### config.mk
export PLATFORM = sky130hd
export DESIGN_NAME = pairwise_gcd_matrix_top_flat
export DESIGN_NICKNAME = d
export VERILOG_FILES = /design/src/sv/pgm_pkg.sv /design/src/sv/pgm_chan_if.sv /design/src/sv/pgm_size_ram.sv /design/src/sv/pgm_gcd_unit.sv /design/src/sv/pairwise_gcd_matrix_top.sv /design/src/flat_wrapper.sv
export VERILOG_INCLUDE_DIRS = /design/src /design/src/sv
export SDC_FILE = /design/constraint.sdc
export NUM_CORES = 1
export LEC_CHECK = 0
export BUFFER_PORTS_ARGS = -buffer_cell sky130_fd_sc_hd__buf_2
export CAP_MARGIN = 20
export CORE_MARGIN = 2
export CORE_UTILIZATION = 50
export DETAILED_ROUTE_END_ITERATION = 10
export GPL_TIMING_DRIVEN = 0
export PLACE_DENSITY = 0.77
export SLEW_MARGIN = 0
export SYNTH_ARGS = -nofsm -noshare
export SYNTH_HDL_FRONTEND = slang
export SYNTH_SLANG_ARGS = --single-unit
### constraint.sdc
create_clock -name clock -period 11.22 [get_ports clock]
set_clock_uncertainty 0.2 [all_clocks]
set_input_delay 2.244 -clock clock [delete_from_list [all_inputs] [get_ports clock]]
set_output_delay 2.244 -clock clock [all_outputs]
set_load 0.005 [all_outputs]
### src/sv/assert_macros.svh
// ----------------------------------------------------------------------------
// assert_macros.svh
// Concurrent assertion shorthands, clocked on clock, disabled in reset.
// ----------------------------------------------------------------------------
`ifndef ASSERT_MACROS_SVH
`define ASSERT_MACROS_SVH

// plain property
`define PGM_ASSERT(lbl, prop, msg) \
   lbl: assert property (@(posedge clock) disable iff (reset) (prop)) else $error(msg);

// overlapping implication
`define PGM_ASSERT_IMP(lbl, ante, cons, msg) \
   lbl: assert property (@(posedge clock) disable iff (reset) (ante) |-> (cons)) \
      else $error(msg);

`endif

### src/sv/pgm_pkg.sv
// ----------------------------------------------------------------------------
// pgm_pkg
// Shared widths and types of the pairwise gcd matrix block.
// ----------------------------------------------------------------------------
package pgm_pkg;

   localparam int SIZE_W  = 32;
   localparam int IDX_W   = 3;
   localparam int CNT_W   = 4;
   localparam int TALLY_W = 5;
   localparam int SHIFT_W = 5;

   typedef struct packed {
      logic              done;
      logic [SIZE_W-1:0] value;
   } gcd_rsp_type;

endpackage

### src/sv/pgm_chan_if.sv
// ----------------------------------------------------------------------------
// pgm_chan_if
// Valid/ready channels: size words in, matrix entry words out.
// ----------------------------------------------------------------------------
interface pgm_req_if;
   import pgm_pkg::*;

   logic              valid;
   logic              ready;
   logic [SIZE_W-1:0] dim_size;
   logic              last_size;

   modport source (output valid, dim_size, last_size, input ready);
   modport sink   (input valid, dim_size, last_size, output ready);
endinterface

interface pgm_rsp_if;
   import pgm_pkg::*;

   logic               valid;
   logic               ready;
   logic [IDX_W-1:0]   row_index;
   logic [IDX_W-1:0]   col_index;
   logic [SIZE_W-1:0]  common_divisor;
   logic               is_coprime;
   logic [TALLY_W-1:0] pair_count;
   logic               too_many;
   logic               last_entry;

   modport source (output valid, row_index, col_index, common_divisor, is_coprime,
                   pair_count, too_many, last_entry, input ready);
   modport sink   (input valid, row_index, col_index, common_divisor, is_coprime,
                   pair_count, too_many, last_entry, output ready);
endinterface

### src/sv/pgm_size_ram.sv
// ----------------------------------------------------------------------------
// pgm_size_ram
// Size store: one write port, two registered read ports.
// ----------------------------------------------------------------------------
module pgm_size_ram #(
   parameter int  DEPTH = 8,
   localparam int AW    = (DEPTH > 1) ? $clog2(DEPTH) : 1
) (
   input  logic                      clock,
   input  logic                      wr_en,
   input  logic [AW-1:0]             wr_addr,
   input  logic [pgm_pkg::SIZE_W-1:0] wr_data,
   input  logic [AW-1:0]             rd_addr_a,
   input  logic [AW-1:0]             rd_addr_b,
   output logic [pgm_pkg::SIZE_W-1:0] rd_data_a,
   output logic [pgm_pkg::SIZE_W-1:0] rd_data_b
);
   import pgm_pkg::*;

   logic [SIZE_W-1:0] mem [DEPTH];

   always_ff @(posedge clock) begin
      if (wr_en) begin
         mem[wr_addr] <= wr_data;
      end
      rd_data_a <= mem[rd_addr_a];
      rd_data_b <= mem[rd_addr_b];
   end

endmodule

### src/sv/pgm_gcd_unit.sv
// ----------------------------------------------------------------------------
// pgm_gcd_unit
// Iterative binary gcd, one halving or subtract step per cycle.
// ----------------------------------------------------------------------------
`include "assert_macros.svh"

module pgm_gcd_unit (
   input  logic                       clock,
   input  logic                       reset,
   input  logic                       start,
   input  logic [pgm_pkg::SIZE_W-1:0] opnd_a,
   input  logic [pgm_pkg::SIZE_W-1:0] opnd_b,
   output pgm_pkg::gcd_rsp_type       gcd_rsp
);
   import pgm_pkg::*;

   logic               busy_ff, busy_in;
   logic               done_ff, done_in;
   logic [SIZE_W-1:0]  a_ff, a_in;
   logic [SIZE_W-1:0]  b_ff, b_in;
   logic [SHIFT_W-1:0] k_ff, k_in;
   logic [SIZE_W-1:0]  value_ff, value_in;

   always_comb begin
      busy_in  = busy_ff;
      done_in  = 1'b0;
      a_in     = a_ff;
      b_in     = b_ff;
      k_in     = k_ff;
      value_in = value_ff;
      if (start) begin
         busy_in = 1'b1;
         a_in    = opnd_a;
         b_in    = opnd_b;
         k_in    = '0;
      end else if (busy_ff) begin
         if (a_ff == '0 || b_ff == '0) begin
            busy_in  = 1'b0;
            done_in  = 1'b1;
            value_in = (a_ff | b_ff) << k_ff;
         end else if (!a_ff[0] && !b_ff[0]) begin
            a_in = a_ff >> 1;
            b_in = b_ff >> 1;
            k_in = k_ff + SHIFT_W'(1);
         end else if (!a_ff[0]) begin
            a_in = a_ff >> 1;
         end else if (!b_ff[0]) begin
            b_in = b_ff >> 1;
         end else if (a_ff >= b_ff) begin
            a_in = a_ff - b_ff;
         end else begin
            b_in = b_ff - a_ff;
         end
      end
   end

   always_ff @(posedge clock) begin
      if (reset) begin
         busy_ff <= 1'b0;
         done_ff <= 1'b0;
      end else begin
         busy_ff <= busy_in;
         done_ff <= done_in;
      end
      a_ff     <= a_in;
      b_ff     <= b_in;
      k_ff     <= k_in;
      value_ff <= value_in;
   end

   assign gcd_rsp.done  = done_ff;
   assign gcd_rsp.value = value_ff;

   `PGM_ASSERT_IMP(a_done_after_busy, done_ff, $past(busy_ff) && !busy_ff, "gcd done without run")

endmodule

### src/sv/pairwise_gcd_matrix_top.sv
// Load: one size word per cycle; after the closing word each entry is read from the
//   size store, started in the binary gcd unit (or, on the diagonal, taken straight
//   from the store), computed, and held in the output word register until sent.
// Entries: N*N per set, one at a time; the next is fetched after the last is sent.
// Reset (synchronous): counters, flags and the sequencer clear; the size store
//   is not cleared and holds whatever the current set wrote.
// ----------------------------------------------------------------------------
// pairwise_gcd_matrix_top
// Loads a set of sizes into the size store, then emits the pairwise gcd matrix.
// ----------------------------------------------------------------------------
`include "assert_macros.svh"

module pairwise_gcd_matrix_top #(
   parameter int MAX_DIMS = 8
) (
   input  logic      clock,
   input  logic      reset,
   pgm_req_if.sink   req_ch,
   pgm_rsp_if.source rsp_ch
);
   import pgm_pkg::*;

   localparam int AW = (MAX_DIMS > 1) ? $clog2(MAX_DIMS) : 1;

   typedef enum logic [4:0] {
      ST_LOAD  = 5'b00001,
      ST_FETCH = 5'b00010,
      ST_START = 5'b00100,
      ST_CALC  = 5'b01000,
      ST_SEND  = 5'b10000
   } state_type;

   state_type          state_ff, state_in;
   logic [CNT_W-1:0]   cnt_ff, cnt_in;
   logic [CNT_W-1:0]   n_ff, n_in;
   logic               ovf_ff, ovf_in;
   logic [TALLY_W-1:0] tally_ff, tally_in;
   logic [IDX_W-1:0]   i_ff, i_in;
   logic [IDX_W-1:0]   j_ff, j_in;

   logic [IDX_W-1:0]   row_ff, col_ff;
   logic [SIZE_W-1:0]  div_ff;
   logic               cop_ff, many_ff, fin_ff;
   logic [TALLY_W-1:0] pair_ff;

   logic               req_acc, rsp_acc, room, wr_en;
   logic               diag, i_last, j_last, fin, cop, capture, gcd_start;
   logic [SIZE_W-1:0]  rd_a, rd_b, value;
   logic [TALLY_W-1:0] tally_inc;
   gcd_rsp_type        gcd_rsp;

   assign req_ch.ready = (state_ff == ST_LOAD);
   assign rsp_ch.valid = (state_ff == ST_SEND);
   assign req_acc      = req_ch.valid && req_ch.ready;
   assign rsp_acc      = rsp_ch.valid && rsp_ch.ready;
   assign room         = cnt_ff < CNT_W'(MAX_DIMS);
   assign wr_en        = req_acc && room;

   pgm_size_ram #(.DEPTH(MAX_DIMS)) u_ram (
      .clock     (clock),
      .wr_en     (wr_en),
      .wr_addr   (cnt_ff[AW-1:0]),
      .wr_data   (req_ch.dim_size),
      .rd_addr_a (i_ff[AW-1:0]),
      .rd_addr_b (j_ff[AW-1:0]),
      .rd_data_a (rd_a),
      .rd_data_b (rd_b)
   );

   assign gcd_start = (state_ff == ST_START) && !diag;

   pgm_gcd_unit u_gcd (
      .clock   (clock),
      .reset   (reset),
      .start   (gcd_start),
      .opnd_a  (rd_a),
      .opnd_b  (rd_b),
      .gcd_rsp (gcd_rsp)
   );

   always_comb begin
      diag      = (i_ff == j_ff);
      i_last    = (CNT_W'(i_ff) + CNT_W'(1)) == n_ff;
      j_last    = (CNT_W'(j_ff) + CNT_W'(1)) == n_ff;
      fin       = i_last && j_last;
      value     = diag ? rd_a : gcd_rsp.value;
      cop       = (value == SIZE_W'(1));
      tally_inc = tally_ff + TALLY_W'(cop && (i_ff < j_ff));
      capture   = ((state_ff == ST_START) && diag) ||
                  ((state_ff == ST_CALC) && gcd_rsp.done);
   end

   always_comb begin
      state_in = state_ff;
      cnt_in   = cnt_ff;
      n_in     = n_ff;
      ovf_in   = ovf_ff;
      tally_in = tally_ff;
      i_in     = i_ff;
      j_in     = j_ff;
      case (state_ff)
         ST_LOAD: begin
            if (req_acc) begin
               cnt_in = room ? cnt_ff + CNT_W'(1) : cnt_ff;
               ovf_in = ovf_ff | !room;
               if (req_ch.last_size) begin
                  n_in     = cnt_in;
                  i_in     = '0;
                  j_in     = '0;
                  state_in = ST_FETCH;
               end
            end
         end
         ST_FETCH: begin
            state_in = ST_START;
         end
         ST_START: begin
            state_in = diag ? ST_SEND : ST_CALC;
         end
         ST_CALC: begin
            if (gcd_rsp.done) begin
               state_in = ST_SEND;
            end
         end
         ST_SEND: begin
            if (rsp_acc) begin
               if (fin_ff) begin
                  cnt_in   = '0;
                  ovf_in   = 1'b0;
                  tally_in = '0;
                  state_in = ST_LOAD;
               end else begin
                  if (j_last) begin
                     i_in = i_ff + IDX_W'(1);
                     j_in = '0;
                  end else begin
                     j_in = j_ff + IDX_W'(1);
                  end
                  state_in = ST_FETCH;
               end
            end
         end
         default: begin
            state_in = ST_LOAD;
         end
      endcase
      if (capture) begin
         tally_in = tally_inc;
      end
   end

   always_ff @(posedge clock) begin
      if (reset) begin
         state_ff <= ST_LOAD;
         cnt_ff   <= '0;
         n_ff     <= '0;
         ovf_ff   <= 1'b0;
         tally_ff <= '0;
         i_ff     <= '0;
         j_ff     <= '0;
      end else begin
         state_ff <= state_in;
         cnt_ff   <= cnt_in;
         n_ff     <= n_in;
         ovf_ff   <= ovf_in;
         tally_ff <= tally_in;
         i_ff     <= i_in;
         j_ff     <= j_in;
      end
   end

   // output word register
   always_ff @(posedge clock) begin
      if (capture) begin
         row_ff  <= i_ff;
         col_ff  <= j_ff;
         div_ff  <= value;
         cop_ff  <= cop;
         pair_ff <= fin ? tally_inc : '0;
         many_ff <= ovf_ff;
         fin_ff  <= fin;
      end
   end

   assign rsp_ch.row_index      = row_ff;
   assign rsp_ch.col_index      = col_ff;
   assign rsp_ch.common_divisor = div_ff;
   assign rsp_ch.is_coprime     = cop_ff;
   assign rsp_ch.pair_count     = pair_ff;
   assign rsp_ch.too_many       = many_ff;
   assign rsp_ch.last_entry     = fin_ff;

   `PGM_ASSERT_IMP(a_send_blocks_load, rsp_ch.valid, !req_ch.ready, "load open while sending")
   `PGM_ASSERT_IMP(a_last_on_diag, rsp_ch.valid && fin_ff, row_ff == col_ff, "last off diagonal")
   `PGM_ASSERT(a_count_bound, cnt_ff <= CNT_W'(MAX_DIMS), "size count beyond store depth")
   `PGM_ASSERT_IMP(a_gcd_start_once, gcd_start, $past(state_ff) != ST_START, "gcd started twice")

endmodule
### src/flat_wrapper.sv
// flat-port wrapper written by rule: the top's interface ports become plain ports
module pairwise_gcd_matrix_top_flat import pgm_pkg::*;
#(
   parameter int MAX_DIMS = 8
)
  (clock, reset, req_ch_valid, req_ch_dim_size, req_ch_last_size, req_ch_ready, rsp_ch_valid, rsp_ch_row_index, rsp_ch_col_index, rsp_ch_common_divisor, rsp_ch_is_coprime, rsp_ch_pair_count, rsp_ch_too_many, rsp_ch_last_entry, rsp_ch_ready);
  pgm_req_if req_ch_i ();
  pgm_rsp_if rsp_ch_i ();
  input  logic clock;
  input  logic reset;
  input wire logic [$bits(req_ch_i.valid)-1:0] req_ch_valid;
  input wire logic [$bits(req_ch_i.dim_size)-1:0] req_ch_dim_size;
  input wire logic [$bits(req_ch_i.last_size)-1:0] req_ch_last_size;
  output wire logic [$bits(req_ch_i.ready)-1:0] req_ch_ready;
  output wire logic [$bits(rsp_ch_i.valid)-1:0] rsp_ch_valid;
  output wire logic [$bits(rsp_ch_i.row_index)-1:0] rsp_ch_row_index;
  output wire logic [$bits(rsp_ch_i.col_index)-1:0] rsp_ch_col_index;
  output wire logic [$bits(rsp_ch_i.common_divisor)-1:0] rsp_ch_common_divisor;
  output wire logic [$bits(rsp_ch_i.is_coprime)-1:0] rsp_ch_is_coprime;
  output wire logic [$bits(rsp_ch_i.pair_count)-1:0] rsp_ch_pair_count;
  output wire logic [$bits(rsp_ch_i.too_many)-1:0] rsp_ch_too_many;
  output wire logic [$bits(rsp_ch_i.last_entry)-1:0] rsp_ch_last_entry;
  input wire logic [$bits(rsp_ch_i.ready)-1:0] rsp_ch_ready;
  assign req_ch_i.valid = req_ch_valid;
  assign req_ch_i.dim_size = req_ch_dim_size;
  assign req_ch_i.last_size = req_ch_last_size;
  assign req_ch_ready = req_ch_i.ready;
  assign rsp_ch_valid = rsp_ch_i.valid;
  assign rsp_ch_row_index = rsp_ch_i.row_index;
  assign rsp_ch_col_index = rsp_ch_i.col_index;
  assign rsp_ch_common_divisor = rsp_ch_i.common_divisor;
  assign rsp_ch_is_coprime = rsp_ch_i.is_coprime;
  assign rsp_ch_pair_count = rsp_ch_i.pair_count;
  assign rsp_ch_too_many = rsp_ch_i.too_many;
  assign rsp_ch_last_entry = rsp_ch_i.last_entry;
  assign rsp_ch_i.ready = rsp_ch_ready;
  pairwise_gcd_matrix_top #(.MAX_DIMS(MAX_DIMS)) u_core (.clock(clock), .reset(reset), .req_ch(req_ch_i), .rsp_ch(rsp_ch_i));
endmodule
==> results.sh <==
export IMPL_peakVddDrop_mv=0.168
export IMPL_min_period_over_period=0.613
export IMPL_startpoint_type="register"
export IMPL_drt_initial_drc_count=2568
export IMPL_status="finished clean"
export IMPL_grt_start_max_net_pins=36
export IMPL_start_util=0.505
export IMPL_hold_class="register to register"
export IMPL_placed_cells=2876
export IMPL_crit_top_cell="ha_1"
export IMPL_power_leakage_nw=10.4
export IMPL_critical_path_max_stage_delay_ns=0.80
export IMPL_gr_total_overflow=0
export IMPL_synth_area_um2=26500
export IMPL_fp_row_count=84
export IMPL_htreeDepth=2
export IMPL_dp_hpwl_mm=61.2
export IMPL_place_area_um2=28100
export IMPL_cts_buffer_depth=3
export IMPL_cp_end_kind="register"
export IMPL_synth_distinct_cells=79
export IMPL_worst_path_buf_inv=4
export IMPL_clock_latency_ns=0.58
export IMPL_slew_headroom=0.248
export IMPL_synth_flop_cell="edfxtp_1"
export IMPL_cts_tree="done"
export IMPL_p_total_w=0.00395
export IMPL_antenna_left=0
export IMPL_slowest_stage="clkbuf_1"
export IMPL_vias_per_cell=6.41
export IMPL_drc=0
export IMPL_fillCellCount=4086
export IMPL_clock_root_buffer="clkbuf_16"
export IMPL_r2r_cells=16
export IMPL_r2r_start="u_core.j_ff[1]"
export IMPL_die_x_um=234
export IMPL_nets=2385
export IMPL_place_gp_congestion=0.965
export IMPL_crit_cells=16
export IMPL_final_area_um2=29700
export IMPL_fmaxAchievable_mhz=145
export IMPL_vias=19100
export IMPL_io_buffers=82
export IMPL_cap_violations=0
export IMPL_grt_pass1_vias=18300
export IMPL_finalSetupTns_ns=0
export IMPL_yosys_warnings=0
export IMPL_cp_cell_sequence="buf_1 > clkbuf_1 > inv_1 > ha_1 > nand3_1 > clkbuf_1 > mux2_2 > nor4b_1 > nand4_1 > nor4b_1 > ha_1 > ha_1 > nand3_1 > and3_1 > o21ai_0 > a21oi_1"
export IMPL_cp_startpoint="u_core.j_ff[1]"
export IMPL_core_area_um2=52400
export IMPL_tightest_slew_ns=1.10
export IMPL_antenna_found_initial=2
export IMPL_final_cells=2971
export IMPL_synthAdderAreaFrac=0.0511
export IMPL_wl_mm=80.8
export IMPL_synth_seq_cells=494
export IMPL_regToRegSetupSlack_ns=4.34
export IMPL_cts_clk_slew_worst_paths_ns=0.06
export IMPL_cts_buffers=47
export IMPL_setup_viol=0
export IMPL_worstSetupPathType="register to register"
export IMPL_fin_crit_ns=6.88
export IMPL_arrival_ns=7.11
export IMPL_first_pass_iters=5
export IMPL_crit_fanout=10
export IMPL_power_density_nw_per_um2=133
export IMPL_synthMuxAreaShare=0.174
export IMPL_area_growth_pct=12.2
export IMPL_final_util=0.567
export IMPL_cts_resized=0
export IMPL_synth_nets=2235
export IMPL_synth_compound_area_share=0.0911
export IMPL_syn_avg_cell_area_um2=12.7
export IMPL_cp_required_ns=11.45
export IMPL_synth_simple_gate_area_frac=0.102
export IMPL_grt_util_all_layers=0.295
export IMPL_cts_setup_buffers=0
export IMPL_layout_drive_gt1_share=0.213
export IMPL_critPathTopFamily="simple AND/OR/NAND/NOR gates"
export IMPL_synth_top_family_by_area="multiplexers"
export IMPL_synthXorXnorAreaFrac=0.0238
export IMPL_avgRoutedWirePerCell_um=27.2
export IMPL_rsz0062_at_grt="false"
export IMPL_grt_pass1_wl_mm=118
export IMPL_slew_viol_final=0
export IMPL_clock_sinks=494
export IMPL_chipHeight_um=234
export IMPL_synthCells=2091
export IMPL_pin_count=85
export IMPL_r2r_end="u_core.tally_ff[4]"
export IMPL_die_area_um2=54900
export IMPL_synth_edf_count=398
export IMPL_ys_seq_area_frac=0.523
export IMPL_synthArstFlopShare=0
export IMPL_crit_end="u_core.tally_ff[4]"
export IMPL_ctsHoldBuffers=0
export IMPL_hold_viol=0
-- sequential cells by signal, indices dropped and copies added (netlist names), 5 cells and up --
signal and count:
u_core.u_ram.rd_data_b 32, u_core.u_gcd.a_ff 32, u_core.rsp_ch.common_divisor 32, u_core.u_gcd.value_ff 32, u_core.u_ram.rd_data_a 32, u_core.tally_ff 5
u_core.u_ram.mem 256, u_core.u_gcd.b_ff 32, u_core.u_gcd.k_ff 5, u_core.rsp_ch.pair_count 5, u_core.state_ff 5
-- area by class of cell --
type	count	area (µm²)	share of cell area
Antenna cell	3	7.51	0.000252
Buffer	123	509	0.0171
Clock buffer	62	1300	0.0436
Clock inverter	26	269	0.00904
Inverter	113	427	0.0143
Multi-Input combinational cell	1361	11800	0.396
Sequential cell	494	13900	0.466
Tap cell	688	861	0.0289
Timing Repair Buffer	101	729	0.0245
-- power by group --
part | total (W) | internal [W] | switching [W] | leakage [nW]
clock network | 0.00160 | 0.000895 | 0.000707 | 0.767
registers | 0.00212 | 0.00205 | 0.0000627 | 4.39
logic | 0.000228 | 0.0000965 | 0.000132 | 5.20
-- how the worst min path moves through the flow --
stage | from | endpoint | depth (start not counted)
3_5_place_dp | u_core.ovf_ff | u_core.rsp_ch.too_many | 0
2_1_floorplan | u_core.j_ff[2] | u_core.rsp_ch.col_index[2] | 0
6_report | u_core.ovf_ff | u_core.rsp_ch.too_many | 0
5_1_grt | u_core.ovf_ff | u_core.rsp_ch.too_many | 0
4_1_cts | u_core.ovf_ff | u_core.rsp_ch.too_many | 0
3_3_place_gp | u_core.ovf_ff | u_core.rsp_ch.too_many | 0
-- synth_stat cells (10+ instances only) --
cell type | instances | area share
inv_1 | 107 | 0.015
a21oi_1 | 129 | 0.024
buf_1 | 26 | 0.0037
nand3_1 | 20 | 0.0038
clkbuf_1 | 80 | 0.011
nor4_1 | 39 | 0.0092
and3_1 | 12 | 0.0028
a221oi_2 | 23 | 0.013
ha_1 | 105 | 0.050
nor2_1 | 197 | 0.028
mux4_2 | 154 | 0.13
dfxtp_1 | 96 | 0.073
a221oi_1 | 14 | 0.0046
mux2i_1 | 28 | 0.011
nand2b_1 | 28 | 0.0066
a211oi_1 | 22 | 0.0062
nor3_1 | 34 | 0.0064
o31ai_1 | 11 | 0.0031
nand4_1 | 13 | 0.0031
nor2b_1 | 31 | 0.0073
edfxtp_1 | 398 | 0.45
mux2_2 | 76 | 0.032
nand2_1 | 154 | 0.022
buf_2 | 11 | 0.0021
o21ai_0 | 59 | 0.011
xnor2_1 | 61 | 0.020
xor2_1 | 11 | 0.0036
o22ai_1 | 14 | 0.0033
and2_1 | 10 | 0.0024
-- per-stage QoR --
stage	setup WS, ns	hold slack [ns]
final	4.34	0.262
after global routing	4.23	0.285
after CTS	4.53	0.256
after detailed placement	4.56	0.227
after global placement	2.96	0.227
after floorplan	5.43	0.206
-- cell usage in the layout, fill, tap and decap left out, types with 23 or more instances in the layout --
cell / instances
inv_1: 106
a21oi_1: 129
clkbuf_16: 47
nor2_1: 191
mux2_2: 76
edfxtp_1: 398
nor4_1: 39
ha_1: 105
dfxtp_1: 96
buf_1: 26
buf_2: 93
nor2b_1: 31
mux4_2: 154
o21ai_0: 58
nand2b_1: 28
xnor2_1: 61
nor3_1: 32
nand2_1: 154
clkbuf_1: 88
a221oi_2: 23
mux2i_1: 28
-- cells by family after synthesis --
logic type	after synthesis
adder cells (fa/ha/maj)	107
AND/OR/NAND/NOR	574
flip-flops	494
buffers and inverters	236
XOR/XNOR	72
multiplexers	258
AO/OA/AOI/OAI	350
-- per-layer routing --
metal	GRT usage	wire (µm)
met5	0	0
met4	0.112	3400
met3	0.0392	7410
met2	0.481	38600
met1	0.404	31400
(Power assumes the default switching activity.)
